[src/design/tsk_pkg.sv]
// Shared widths, codes and defaults for the Kahn topological sort block.
package tsk_pkg;

   localparam int MAX_VERTICES_DEF = 32;
   localparam int MAX_EDGES_DEF    = 256;

   localparam int VTX_W       = 6;
   localparam int CMD_W       = 2;
   localparam int STAT_W      = 3;
   localparam int REQ_TDATA_W = 16;
   localparam int RSP_TDATA_W = 8;

   localparam logic [VTX_W-1:0] VCOUNT_RESET = 6'd32;

   typedef enum logic [CMD_W-1:0] {
      CMD_ADD   = 2'd0,
      CMD_RUN   = 2'd1,
      CMD_CLEAR = 2'd2
   } cmd_type;

   typedef enum logic [STAT_W-1:0] {
      ST_ORDER   = 3'd0,
      ST_OK      = 3'd1,
      ST_CYCLE   = 3'd2,
      ST_ACCEPT  = 3'd3,
      ST_DROP    = 3'd4,
      ST_CLEARED = 3'd5
   } status_type;

endpackage

[src/design/topological_sort_kahn_top.sv]
// Kahn topological sort: edge memory, in-degree and working-degree memories, control FSM.
// Add edge: the edge is stored, then the destination in-degree raised, then accept is sent;
// a bad edge gives drop, clear gives cleared, command 3 no result. Run: copy all MAX_VERTICES
// degrees, then scan; each emitted vertex starts a release pass over the stored edges, then
// a rescan. One command in work at a time; the result register frees the input early.
// Sync reset: edge count, degree valid bits, visited mask, rsp valid clear; vertex_count 32.
module topological_sort_kahn_top #(
   parameter int MAX_VERTICES = tsk_pkg::MAX_VERTICES_DEF,
   parameter int MAX_EDGES    = tsk_pkg::MAX_EDGES_DEF
) (
   input  logic                             clock,
   input  logic                             reset,
   input  logic                             req_tvalid,
   output logic                             req_tready,
   input  logic [tsk_pkg::REQ_TDATA_W-1:0]  req_tdata,  // src_vertex[5:0], dst_vertex[11:6]
   input  logic [tsk_pkg::CMD_W-1:0]        req_tuser,  // command[1:0]
   output logic                             rsp_tvalid,
   input  logic                             rsp_tready,
   output logic [tsk_pkg::RSP_TDATA_W-1:0]  rsp_tdata,  // vertex[5:0]
   output logic [tsk_pkg::STAT_W-1:0]       rsp_tuser,  // status[2:0]
   output logic                             rsp_tlast,
   input  logic                             csr_valid,
   output logic                             csr_ready,
   input  logic [tsk_pkg::VTX_W-1:0]        csr_wdata
);

   localparam int VA_W  = $clog2(MAX_VERTICES + 1);
   localparam int EA_W  = $clog2(MAX_EDGES);
   localparam int EC_W  = $clog2(MAX_EDGES + 1);
   localparam int DEG_W = EC_W;
   localparam int VW    = tsk_pkg::VTX_W;

   typedef enum logic [3:0] {
      IDLE, ADD_WR, COPY_RD, COPY_WR, SCAN_RD, SCAN_CHK,
      REL_RD, REL_CHK, REL_WR, OUT
   } state_type;

   state_type state_ff, ret_ff;

   logic [VW-1:0]             vcount_ff;
   logic [EC_W-1:0]           total_ff;
   logic [MAX_VERTICES:0]     deg_vld_ff;
   logic [MAX_VERTICES:0]     visited_ff;
   logic [VA_W-1:0]           idx_ff;
   logic [VA_W-1:0]           node_ff;
   logic [VA_W-1:0]           dst_ff;
   logic [EC_W-1:0]           eidx_ff;
   logic [VW-1:0]             emitted_ff;
   logic [VW-1:0]             pend_vertex_ff;
   tsk_pkg::status_type       pend_status_ff;
   logic                      pend_last_ff;
   logic                      rsp_valid_ff;
   logic [VW-1:0]             rsp_vertex_ff;
   tsk_pkg::status_type       rsp_status_ff;
   logic                      rsp_last_ff;

   logic [2*VW-1:0]           edge_mem [MAX_EDGES];
   logic [DEG_W-1:0]          deg_mem  [MAX_VERTICES+1];
   logic [DEG_W-1:0]          wdeg_mem [MAX_VERTICES+1];
   logic [2*VW-1:0]           edge_rd_ff;
   logic [DEG_W-1:0]          deg_rd_ff;
   logic                      deg_rd_vld_ff;
   logic [DEG_W-1:0]          wdeg_rd_ff;

   logic                      edge_we, deg_we, wdeg_we;
   logic [EA_W-1:0]           edge_waddr, edge_raddr;
   logic [2*VW-1:0]           edge_wdata;
   logic [VA_W-1:0]           deg_waddr, deg_raddr, wdeg_waddr, wdeg_raddr;
   logic [DEG_W-1:0]          deg_wdata, wdeg_wdata, deg_cur;

   logic [tsk_pkg::CMD_W-1:0] cmd;
   logic [VW-1:0]             src, dst, n_eff, e_src, e_dst;
   logic                      req_acc, out_free, add_ok, rel_hit;

   assign cmd      = req_tuser;
   assign src      = req_tdata[VW-1:0];
   assign dst      = req_tdata[2*VW-1:VW];
   assign e_src    = edge_rd_ff[VW-1:0];
   assign e_dst    = edge_rd_ff[2*VW-1:VW];
   assign n_eff    = (vcount_ff > VW'(MAX_VERTICES)) ? VW'(MAX_VERTICES) : vcount_ff;
   assign req_acc  = req_tvalid && req_tready;
   assign out_free = !rsp_valid_ff || rsp_tready;
   assign deg_cur  = deg_rd_vld_ff ? deg_rd_ff : '0;
   assign add_ok   = (src != '0) && (dst != '0) && (src <= n_eff) && (dst <= n_eff) &&
                     (total_ff < EC_W'(MAX_EDGES));
   assign rel_hit  = (e_src == VW'(node_ff)) && (e_dst != '0) &&
                     (e_dst <= VW'(MAX_VERTICES)) && !visited_ff[e_dst[VA_W-1:0]];

   assign req_tready = (state_ff == IDLE);
   assign csr_ready  = 1'b1;
   assign rsp_tvalid = rsp_valid_ff;
   assign rsp_tdata  = tsk_pkg::RSP_TDATA_W'(rsp_vertex_ff);
   assign rsp_tuser  = rsp_status_ff;
   assign rsp_tlast  = rsp_last_ff;

   always_comb begin
      edge_we    = 1'b0;
      edge_waddr = total_ff[EA_W-1:0];
      edge_wdata = {dst, src};
      edge_raddr = eidx_ff[EA_W-1:0];
      deg_we     = 1'b0;
      deg_waddr  = dst_ff;
      deg_wdata  = deg_cur + DEG_W'(1);
      deg_raddr  = idx_ff;
      wdeg_we    = 1'b0;
      wdeg_waddr = idx_ff;
      wdeg_wdata = deg_cur;
      wdeg_raddr = idx_ff;
      case (state_ff)
         IDLE: begin
            deg_raddr = dst[VA_W-1:0];
            if (req_acc && cmd == tsk_pkg::CMD_ADD && add_ok) begin
               edge_we = 1'b1;
            end
         end
         ADD_WR: begin
            deg_we = 1'b1;
         end
         COPY_WR: begin
            wdeg_we = 1'b1;
         end
         REL_CHK: begin
            wdeg_raddr = e_dst[VA_W-1:0];
         end
         REL_WR: begin
            wdeg_waddr = dst_ff;
            wdeg_wdata = wdeg_rd_ff - DEG_W'(1);
            wdeg_we    = (wdeg_rd_ff != '0);
         end
         default: begin
         end
      endcase
   end

   always_ff @(posedge clock) begin
      if (edge_we) begin
         edge_mem[edge_waddr] <= edge_wdata;
      end
      edge_rd_ff <= edge_mem[edge_raddr];
   end

   always_ff @(posedge clock) begin
      if (deg_we) begin
         deg_mem[deg_waddr] <= deg_wdata;
      end
      deg_rd_ff     <= deg_mem[deg_raddr];
      deg_rd_vld_ff <= deg_vld_ff[deg_raddr];
   end

   always_ff @(posedge clock) begin
      if (wdeg_we) begin
         wdeg_mem[wdeg_waddr] <= wdeg_wdata;
      end
      wdeg_rd_ff <= wdeg_mem[wdeg_raddr];
   end

   always_ff @(posedge clock) begin
      if (reset) begin
         state_ff     <= IDLE;
         ret_ff       <= IDLE;
         vcount_ff    <= tsk_pkg::VCOUNT_RESET;
         total_ff     <= '0;
         deg_vld_ff   <= '0;
         visited_ff   <= '0;
         rsp_valid_ff <= 1'b0;
      end else begin
         if (csr_valid) begin
            vcount_ff <= csr_wdata;
         end
         if (rsp_valid_ff && rsp_tready && state_ff != OUT) begin
            rsp_valid_ff <= 1'b0;
         end
         case (state_ff)
            IDLE: begin
               if (req_acc) begin
                  pend_vertex_ff <= '0;
                  pend_last_ff   <= 1'b1;
                  ret_ff         <= IDLE;
                  case (cmd)
                     tsk_pkg::CMD_ADD: begin
                        if (add_ok) begin
                           total_ff <= total_ff + EC_W'(1);
                           dst_ff   <= dst[VA_W-1:0];
                           state_ff <= ADD_WR;
                        end else begin
                           pend_status_ff <= tsk_pkg::ST_DROP;
                           state_ff       <= OUT;
                        end
                     end
                     tsk_pkg::CMD_RUN: begin
                        visited_ff <= '0;
                        emitted_ff <= '0;
                        idx_ff     <= VA_W'(1);
                        state_ff   <= COPY_RD;
                     end
                     tsk_pkg::CMD_CLEAR: begin
                        total_ff       <= '0;
                        deg_vld_ff     <= '0;
                        visited_ff     <= '0;
                        pend_status_ff <= tsk_pkg::ST_CLEARED;
                        state_ff       <= OUT;
                     end
                     default: begin
                     end
                  endcase
               end
            end
            ADD_WR: begin
               deg_vld_ff[dst_ff] <= 1'b1;
               pend_status_ff     <= tsk_pkg::ST_ACCEPT;
               state_ff           <= OUT;
            end
            COPY_RD: begin
               state_ff <= COPY_WR;
            end
            COPY_WR: begin
               if (idx_ff == VA_W'(MAX_VERTICES)) begin
                  idx_ff <= VA_W'(1);
                  if (n_eff == '0) begin
                     pend_vertex_ff <= '0;
                     pend_status_ff <= tsk_pkg::ST_OK;
                     pend_last_ff   <= 1'b1;
                     ret_ff         <= IDLE;
                     state_ff       <= OUT;
                  end else begin
                     state_ff <= SCAN_RD;
                  end
               end else begin
                  idx_ff   <= idx_ff + VA_W'(1);
                  state_ff <= COPY_RD;
               end
            end
            SCAN_RD: begin
               state_ff <= SCAN_CHK;
            end
            SCAN_CHK: begin
               if (!visited_ff[idx_ff] && wdeg_rd_ff == '0) begin
                  visited_ff[idx_ff] <= 1'b1;
                  emitted_ff         <= emitted_ff + VW'(1);
                  node_ff            <= idx_ff;
                  eidx_ff            <= '0;
                  pend_vertex_ff     <= VW'(idx_ff);
                  pend_status_ff     <= tsk_pkg::ST_ORDER;
                  pend_last_ff       <= 1'b0;
                  ret_ff             <= REL_RD;
                  state_ff           <= OUT;
               end else if (VW'(idx_ff) == n_eff) begin
                  pend_vertex_ff <= '0;
                  pend_status_ff <= (emitted_ff == n_eff) ? tsk_pkg::ST_OK : tsk_pkg::ST_CYCLE;
                  pend_last_ff   <= 1'b1;
                  ret_ff         <= IDLE;
                  state_ff       <= OUT;
               end else begin
                  idx_ff   <= idx_ff + VA_W'(1);
                  state_ff <= SCAN_RD;
               end
            end
            REL_RD: begin
               if (eidx_ff == total_ff) begin
                  idx_ff   <= VA_W'(1);
                  state_ff <= SCAN_RD;
               end else begin
                  state_ff <= REL_CHK;
               end
            end
            REL_CHK: begin
               if (rel_hit) begin
                  dst_ff   <= e_dst[VA_W-1:0];
                  state_ff <= REL_WR;
               end else begin
                  eidx_ff  <= eidx_ff + EC_W'(1);
                  state_ff <= REL_RD;
               end
            end
            REL_WR: begin
               eidx_ff  <= eidx_ff + EC_W'(1);
               state_ff <= REL_RD;
            end
            OUT: begin
               if (out_free) begin
                  rsp_valid_ff  <= 1'b1;
                  rsp_vertex_ff <= pend_vertex_ff;
                  rsp_status_ff <= pend_status_ff;
                  rsp_last_ff   <= pend_last_ff;
                  state_ff      <= ret_ff;
               end
            end
            default: begin
               state_ff <= IDLE;
            end
         endcase
      end
   end

endmodule

[config.mk]
export PLATFORM = sky130hd
export DESIGN_NAME = topological_sort_kahn_top
export DESIGN_NICKNAME = d
export VERILOG_FILES = /design/src/design/tsk_pkg.sv /design/src/design/topological_sort_kahn_top.sv
export SDC_FILE = /design/constraint.sdc
export NUM_CORES = 2
export LEC_CHECK = 0
export BUFFER_PORTS_ARGS = -buffer_cell sky130_fd_sc_hd__buf_2
export CAP_MARGIN = 5
export CORE_ASPECT_RATIO = 1.75
export CORE_MARGIN = 3
export CORE_UTILIZATION = 45
export CTS_BUF_LIST = sky130_fd_sc_hd__clkbuf_16
export DETAILED_ROUTE_END_ITERATION = 7
export PLACE_DENSITY_LB_ADDON = 0.3
export SETUP_SLACK_MARGIN = 0.5
export SYNTH_ARGS = -nofsm -noshare
export SYNTH_HDL_FRONTEND = slang
export SYNTH_SLANG_ARGS = --single-unit
[constraint.sdc]
create_clock -name clock -period 4.7 [get_ports clock]
set_clock_uncertainty 0.2 [all_clocks]
set_input_delay 0.235 -clock clock [delete_from_list [all_inputs] [get_ports clock]]
set_output_delay 0.235 -clock clock [all_outputs]
set_load 0.01 [all_outputs]
Yosys cells after proc, flatten, opt, wreduce, memory -nomap -nowiden
Memory sizes are Yosys's and may differ from the RTL's. A register that Yosys moved wholly into a read port is not among the register bits.
Cells that the tools add are included.
{"block": "totals", "reg_bits": 144, "latch_bits": 0, "ramBits": 3666, "romBits": 0, "output_inout_bits": 15, "wordCells": 223, "memories": 3}
{"block": "classes", "n_addsub": 6, "n_mul": 0, "div_mod_pow": 0, "order_cmp": 11, "n_eq_ne": 37, "shifts": 0, "mux": 95, "n_bitwise": 3, "reduce_logical": 49}
{"name": "edge_mem", "words": 256, "word_bits": 12, "read_ports": 1, "rd_ports_with_merged_regs": 1, "write_ports": 1, "line_no": "topological_sort_kahn_top.sv:57", "rtl": "logic [2*VW-1:0] edge_mem [MAX_EDGES];"}
{"name": "deg_mem", "words": 33, "word_bits": 9, "read_ports": 1, "rd_ports_with_merged_regs": 1, "write_ports": 1, "line_no": "topological_sort_kahn_top.sv:58", "rtl": "logic [DEG_W-1:0] deg_mem [MAX_VERTICES+1];"}
{"name": "wdeg_mem", "words": 33, "word_bits": 9, "read_ports": 1, "rd_ports_with_merged_regs": 1, "write_ports": 1, "line_no": "topological_sort_kahn_top.sv:59", "rtl": "logic [DEG_W-1:0] wdeg_mem [MAX_VERTICES+1];"}
{"operator": "two-way mux 33 bit", "n": 5}
{"operator": "two-way mux 6 bit", "n": 22}
{"operator": "case mux 33 bit (2 select lines)", "n": 2}
{"operator": "bitwise OR 33 bit", "n": 2}
{"operator": "two-way mux 4 bit", "n": 13}
{"operator": "two-way mux 9 bit", "n": 5}
{"operator": "case mux 4 bit (10 select lines)", "n": 1}
{"operator": "less-than comparator 6 x 7 -> 1 bit (second input constant)", "n": 4}
{"operator": "adder 9 x 1 -> 9 bit (second input constant)", "n": 3}
{"operator": "case mux 9 bit (3 select lines)", "n": 1}
{"operator": "case mux 4 bit (3 select lines)", "n": 2}
{"operator": "case mux 6 bit (2 select lines)", "n": 2}
{"operator": "case mux 6 bit (4 select lines)", "n": 1}
{"operator": "two-way mux 1 bit", "n": 22}
{"operator": "!= test 2 bit (second input constant)", "n": 11}
{"operator": "binary-select mux 1 bit (select 6 bit)", "n": 3}
{"operator": "equality test 6 bit", "n": 3}
{"operator": "two-way mux 3 bit", "n": 6}
{"operator": "case mux 6 bit (3 select lines)", "n": 1}
{"operator": "case mux 9 bit (2 select lines)", "n": 1}
{"operator": "nonzero test 6 bit", "n": 3}
{"operator": "equality test 4 x 3 -> 1 bit (second input constant)", "n": 4}
{"operator": "logical AND 1 bit", "n": 15}
{"operator": "adder 6 x 1 -> 6 bit (second input constant)", "n": 2}
{"operator": "42 further kinds", "n": 67}

Logic depth before layout (Yosys ltp)
{"block": "depth", "word_depth": 11, "ltp_mapped": 13, "ltp_nobuf": 10}

Worst setup path after synthesis
OpenSTA, ideal clock, no wires.
{"block": "synth_path", "kind": "register to register", "from": "reg vcount_ff[5]", "to": "mem edge_mem[10][0] (netlist name) (enable)", "setup_time_ns": 0.396, "arrival_time_ns": 3.254, "required_ns": 4.104, "setup_slack_ns": 0.849, "path_stages_with_launch": 13, "synth_period_minus_slack_ns": 3.851, "path_cell_list": "dfxtp_1 -> clkinv_1 -> nand2_1 -> ha_1 -> a21oi_1 -> nor2b_1 -> o31ai_1 -> nand4_1 -> nor3_1 -> nand2b_1 -> clkbuf_1 -> buf_1 -> nor3_1"}
{"block": "synth_via", "elab_chain_len": 11, "elab_cells_between_ends": 12, "classes_between": "order compare: 3; mux: 5; reduce/logical: 4"}
{"element": "from (decl)", "line_no": "topological_sort_kahn_top.sv:40", "rtl": "logic [VW-1:0] vcount_ff;"}
{"element": "from (signal assigned)", "line_no": "topological_sort_kahn_top.sv:161", "rtl": "vcount_ff <= tsk_pkg::VCOUNT_RESET;"}
{"element": "from (signal assigned)", "line_no": "topological_sort_kahn_top.sv:168", "rtl": "vcount_ff <= csr_wdata;"}
{"element": "greater-than comparator 6 bit", "line_no": "topological_sort_kahn_top.sv:80", "rtl": "assign n_eff = (vcount_ff > VW'(MAX_VERTICES)) ? VW'(MAX_VERTICES) : vcount_ff;"}
{"element": "two-way mux 6 bit (*)", "line_no": "topological_sort_kahn_top.sv:80"}
{"element": "<= comparator 6 bit", "line_no": "topological_sort_kahn_top.sv:84", "rtl": "assign add_ok = (src != '0) && (dst != '0) && (src <= n_eff) && (dst <= n_eff) &&"}
{"element": "logical AND 1 bit", "line_no": "topological_sort_kahn_top.sv:84"}
{"element": "logical AND 1 bit (*) (2 in a row)", "line_no": "topological_sort_kahn_top.sv:84"}
{"element": "logical AND 1 bit (*)", "line_no": "topological_sort_kahn_top.sv:112", "rtl": "if (req_acc && cmd == tsk_pkg::CMD_ADD && add_ok) begin"}
{"element": "two-way mux 1 bit (*)", "line_no": "topological_sort_kahn_top.sv:112"}
{"element": "two-way mux 1 bit (*)", "line_no": "topological_sort_kahn_top.sv:109", "rtl": "case (state_ff)"}
{"element": "two-way mux 1 bit (*)", "line_no": "topological_sort_kahn_top.sv:136", "rtl": "if (edge_we) begin"}
{"element": "two-way mux 1 bit (not written as such) (*)", "line_no": "topological_sort_kahn_top.sv:137", "rtl": "edge_mem[edge_waddr] <= edge_wdata;"}
{"element": "to (decl)", "line_no": "topological_sort_kahn_top.sv:57"}
Mark *: on every way between the ends. The rest lies on a longest branch, timed or not.

==> key figures <==
Place
  • Detailed placer's ending HPWL: 289000 um
  • Placed cells: 12600
  • Pre-CTS WS: 0.0941 ns
  • GP Congestion: 0.956
  • Port Buf Inserts: 36

Global routing
  • Gr busiest metal: met2
  • GR Overflow Total: 0
  • Met1 Use GR: 0.273
  • Vias in the first global route: 83000
  • Initial antenna violation count: 19
  • Tot GR Track Use: 0.252
  • First-pass GRT wire length: 617000 um
  • Grt met3 use: 0.0427
  • Met2 Use GR: 0.447
  • Pin count of the biggest net entering global routing: 173

Yosys
  • Gate Count Post-Synth: 7954
  • #FFs+latches synth: 3837
  • Largest family of logic cells by synthesized area: multiplexers
  • Post-synthesis adder-cell area fraction: 0.00215
  • Synth top area cells: edfxtp_1, mux4_2, mux2i_1
  • Top-area cell type share of the netlist area: 0.740
  • Post-Syn Area: 0.151 mm2
  • Syn_area_per_cell: 19.0 um2
  • Asr flop ratio synth: 0
  • Post-synth EDFFs: 3719
  • Cell taking the most area after synthesis: edfxtp_1
  • Yosys synthesis warning count: 0
  • Compound-Gate Fraction of Synth Area: 0.0403
  • Post-synth cell types: 100
  • Post-Synth Simple-Gate Area: 0.0473
  • Synth Area in XOR/XNOR: 0.00307
  • Register area share after synthesis: 0.755
  • Main synth FF type: edfxtp_1
  • Mux contribution to synthesized area: 0.132

Pwr
  • Internal power: 0.0576 W
  • Gate power share: 0.164
  • Peak VDD IR: 0.444 mV
  • Clock Power Share: 0.346
  • Seq pwr share: 0.490
  • Switching part of the total: 0.271
  • Leakage: 55.4 nW
  • Pwr per Cell Area: 459 mW/mm2
  • NetSw: 0.0214 W

Critical path
  • Worst path cell trace: buf_4 > nand3_2 > o221ai_1 > a21oi_1 > a22oi_1 > o2111ai_1 > o311a_1 > a211oi_1
  • Crit Path Category: register to register
  • CP Launch Type: register
  • RR Endpoint: edge_rd_ff[1]$_DFF_P_
  • Worst path arrival time: 4.94 ns
  • R2R cell count: 8
  • Crit-path slowest cell: nand3_2
  • Crit path capture type: register
  • Worst reg2reg startpoint: eidx_ff[2]$_SDFFCE_PN0P_
  • Required time of the critical path: 5.35 ns
  • CP max stage delay: 0.77 ns
  • Crit path to: edge_rd_ff[1]$_DFF_P_
  • R2R setup slack: 0.41 ns
  • Crit path from: eidx_ff[2]$_SDFFCE_PN0P_
  • Critical-path maximum fanout: 16

Run status
  • Status: completed

Detailed routing
  • Vias per Instance: 6.12
  • Total number of vias: 81100
  • Starting DRT DRC Count: 8524
  • TritonRoute pass-1 iters: 6
  • Drt drc: 0
  • Post-DRT Antenna Nets: 0
  • Final WL: 436000 um
  • Wirelength per Cell: 33.0 um

STA
  • Final Max Tran Viols: 0
  • Max-slew headroom: 0.107
  • Unrepaired setup endpoints after global routing: yes
  • Final setup TNS: 0 ns
  • Tmin final: 4.29 ns
  • Slew @ Worst Pin: 1.34 ns
  • Fin. Hold Viols: 0
  • Fmax: 233 MHz
  • Part of the cycle the worst path needs: 0.914
  • Setup violators final: 0
  • Final setup margin: 0.406 ns

Finish
  • Nets: 8654
  • Most frequent cells in the layout: edfxtp_1, mux4_2, nand2_1, buf_4, clkbuf_16
  • Post-Layout Cell Count: 13200
  • Commonest non-fill, non-tap cell in the layout: edfxtp_1
  • P&R area growth vs syn: 14.1%
  • Share of cells above drive strength 1: 0.245

CTS
  • Clock Sinks: 3837
  • Clock latency on the worst-skew pair: 0.94 ns
  • CTS Buffer Depth: 4
  • Number of CTS-inserted buffers: 327
  • Clk slew on worst S/H paths: 0.07 ns
  • Clk root buf: clkbuf_16
  • TritonCTS clock tree: built
  • H-tree Lvls: 5

Run
  • Max Cap Violations: 0

Floorplanning
  • Row count: 280
  • Ports: 44
  • Die area: 0.343 mm2
  • Core ar.: 0.333 mm2
  • Die height: 772 um
  • Die Span X: 444 um
  • Initial Util: 0.453

Min path
  • Hold Crit Class: input pin to register
  • Worst Hold Depth: 2
==> metal layers <==
metal | vias up | wire length, um
met2 | 3782 | 227000
met5 | - | 40
met3 | 1074 | 30800
li1 | 33700 | -
met4 | 6 | 37200
met1 | 42600 | 141000
==> per-stage QoR <==
| stage | area [um2] | total power, W | hold WS [ns] | utilization |
|---|---|---|---|---|
| floorplan | 151000 | 0.0465 | 0.134 | - |
| global placement | 161000 | 0.0520 | 0.205 | 0.483 |
| detailed placement | 161000 | 0.0522 | 0.215 | 0.483 |
| CTS | 172000 | 0.0793 | 0.00391 | 0.517 |
| global route | 172000 | 0.0811 | 0.0549 | 0.517 |
| finish | 172000 | 0.0790 | 0.0668 | 0.517 |
==> worst min path at each step <==
stage / startpoint / slack [ns] / endpoint
floorplan: req_tdata[0] / 0.13 / edge_mem[0][0]$_DFFE_PP_
global placement: pend_status_ff[2]$_DFFE_PP_ / 0.21 / rsp_tuser[2]$_DFFE_PP_
detailed placement: pend_status_ff[1]$_DFFE_PP_ / 0.22 / rsp_tuser[1]$_DFFE_PP_
CTS: csr_valid / 0.004 / vcount_ff[5]$_SDFFE_PP1P_
global route: req_tdata[4] / 0.05 / edge_mem[191][4]$_DFFE_PP_
finish: req_tdata[4] / 0.07 / edge_mem[191][4]$_DFFE_PP_
==> layout make-up <==
class,count,area (um2)
Antenna cell,9,22.5
Clock buffer,339,8480
Clock inverter,250,2170
Fill cell,26000,161000
Inverter,28,114
Multi-Input combinational cell,3608,34800
Sequential cell,3837,114000
Tap cell,4371,5470
Timing Repair Buffer,797,7190
==> power by group through the flow <==
stage / Clock [W] / Sequential (W) / Combinational [W]
floorplan: 0 / 0.0391 / 0.00742
finish: 0.0274 / 0.0387 / 0.0129
global placement: 0 / 0.0394 / 0.0126
global route: 0.0290 / 0.0387 / 0.0134
detailed placement: 0 / 0.0394 / 0.0128
CTS: 0.0277 / 0.0387 / 0.0129
==> synth_stat cells (9+ instances only) <==
cell type / count
nand2_1: 664
nor3_1: 159
buf_4: 72
nor2b_1: 30
ha_1: 26
and2_1: 28
edfxtp_1: 3719
o211ai_1: 13
nor4_1: 24
mux4_1: 36
a31oi_1: 58
xor2_1: 15
a2111oi_0: 13
buf_2: 145
a221oi_1: 40
a21o_1: 10
inv_1: 23
nand2b_1: 25
nand3_1: 195
or3_1: 11
o221ai_1: 44
mux2_2: 25
a22oi_1: 116
buf_8: 28
o21ai_0: 107
nand3b_1: 15
clkbuf_4: 10
a21oi_1: 197
a211oi_1: 40
clkbuf_1: 169
dfxtp_1: 118
nand4_1: 39
xnor2_1: 38
mux2i_1: 296
and3_1: 22
a221o_1: 9
buf_1: 18
o22ai_1: 54
o2111ai_1: 10
nor2_1: 346
buf_6: 31
a32oi_1: 60
a22o_1: 28
mux4_2: 694
==> flip-flops by register name (all words and copies together) (netlist names), 12 cells and up <==
register and flops:
wdeg_mem 297, deg_vld_ff 33, edge_rd_ff 12, deg_mem 297, edge_mem 3072, visited_ff 33
==> worst max-delay path, delay by kind of cell (launching register included) <==
family	cells	cell delay (ns)
buffers and inverters	1	0.41
AO/OA/AOI/OAI	6	2.07
flip-flops	1	0.73
AND/OR/NAND/NOR	1	0.77
==> kinds of logic after synthesis <==
| group | after synthesis |
|---|---|
| AO/OA/AOI/OAI | 877 |
| buffers and inverters | 510 |
| XOR/XNOR | 53 |
| adder cells (fa/ha/maj) | 26 |
| other | 2 |
| multiplexers | 1053 |
| AND/OR/NAND/NOR | 1596 |
| flip-flops | 3837 |
==> what timing repair did <==
action | in CTS | in global routing
hold buffers | 46 | 0
hold endpoints to repair | 1133 | 0
pin swaps | 1 | 0
endpoints found under the setup margin | 83 | 254
resized for setup | 2 | 9
buffers inserted | 4 | 0
Note: power is estimated with default switching activity, not from simulation.
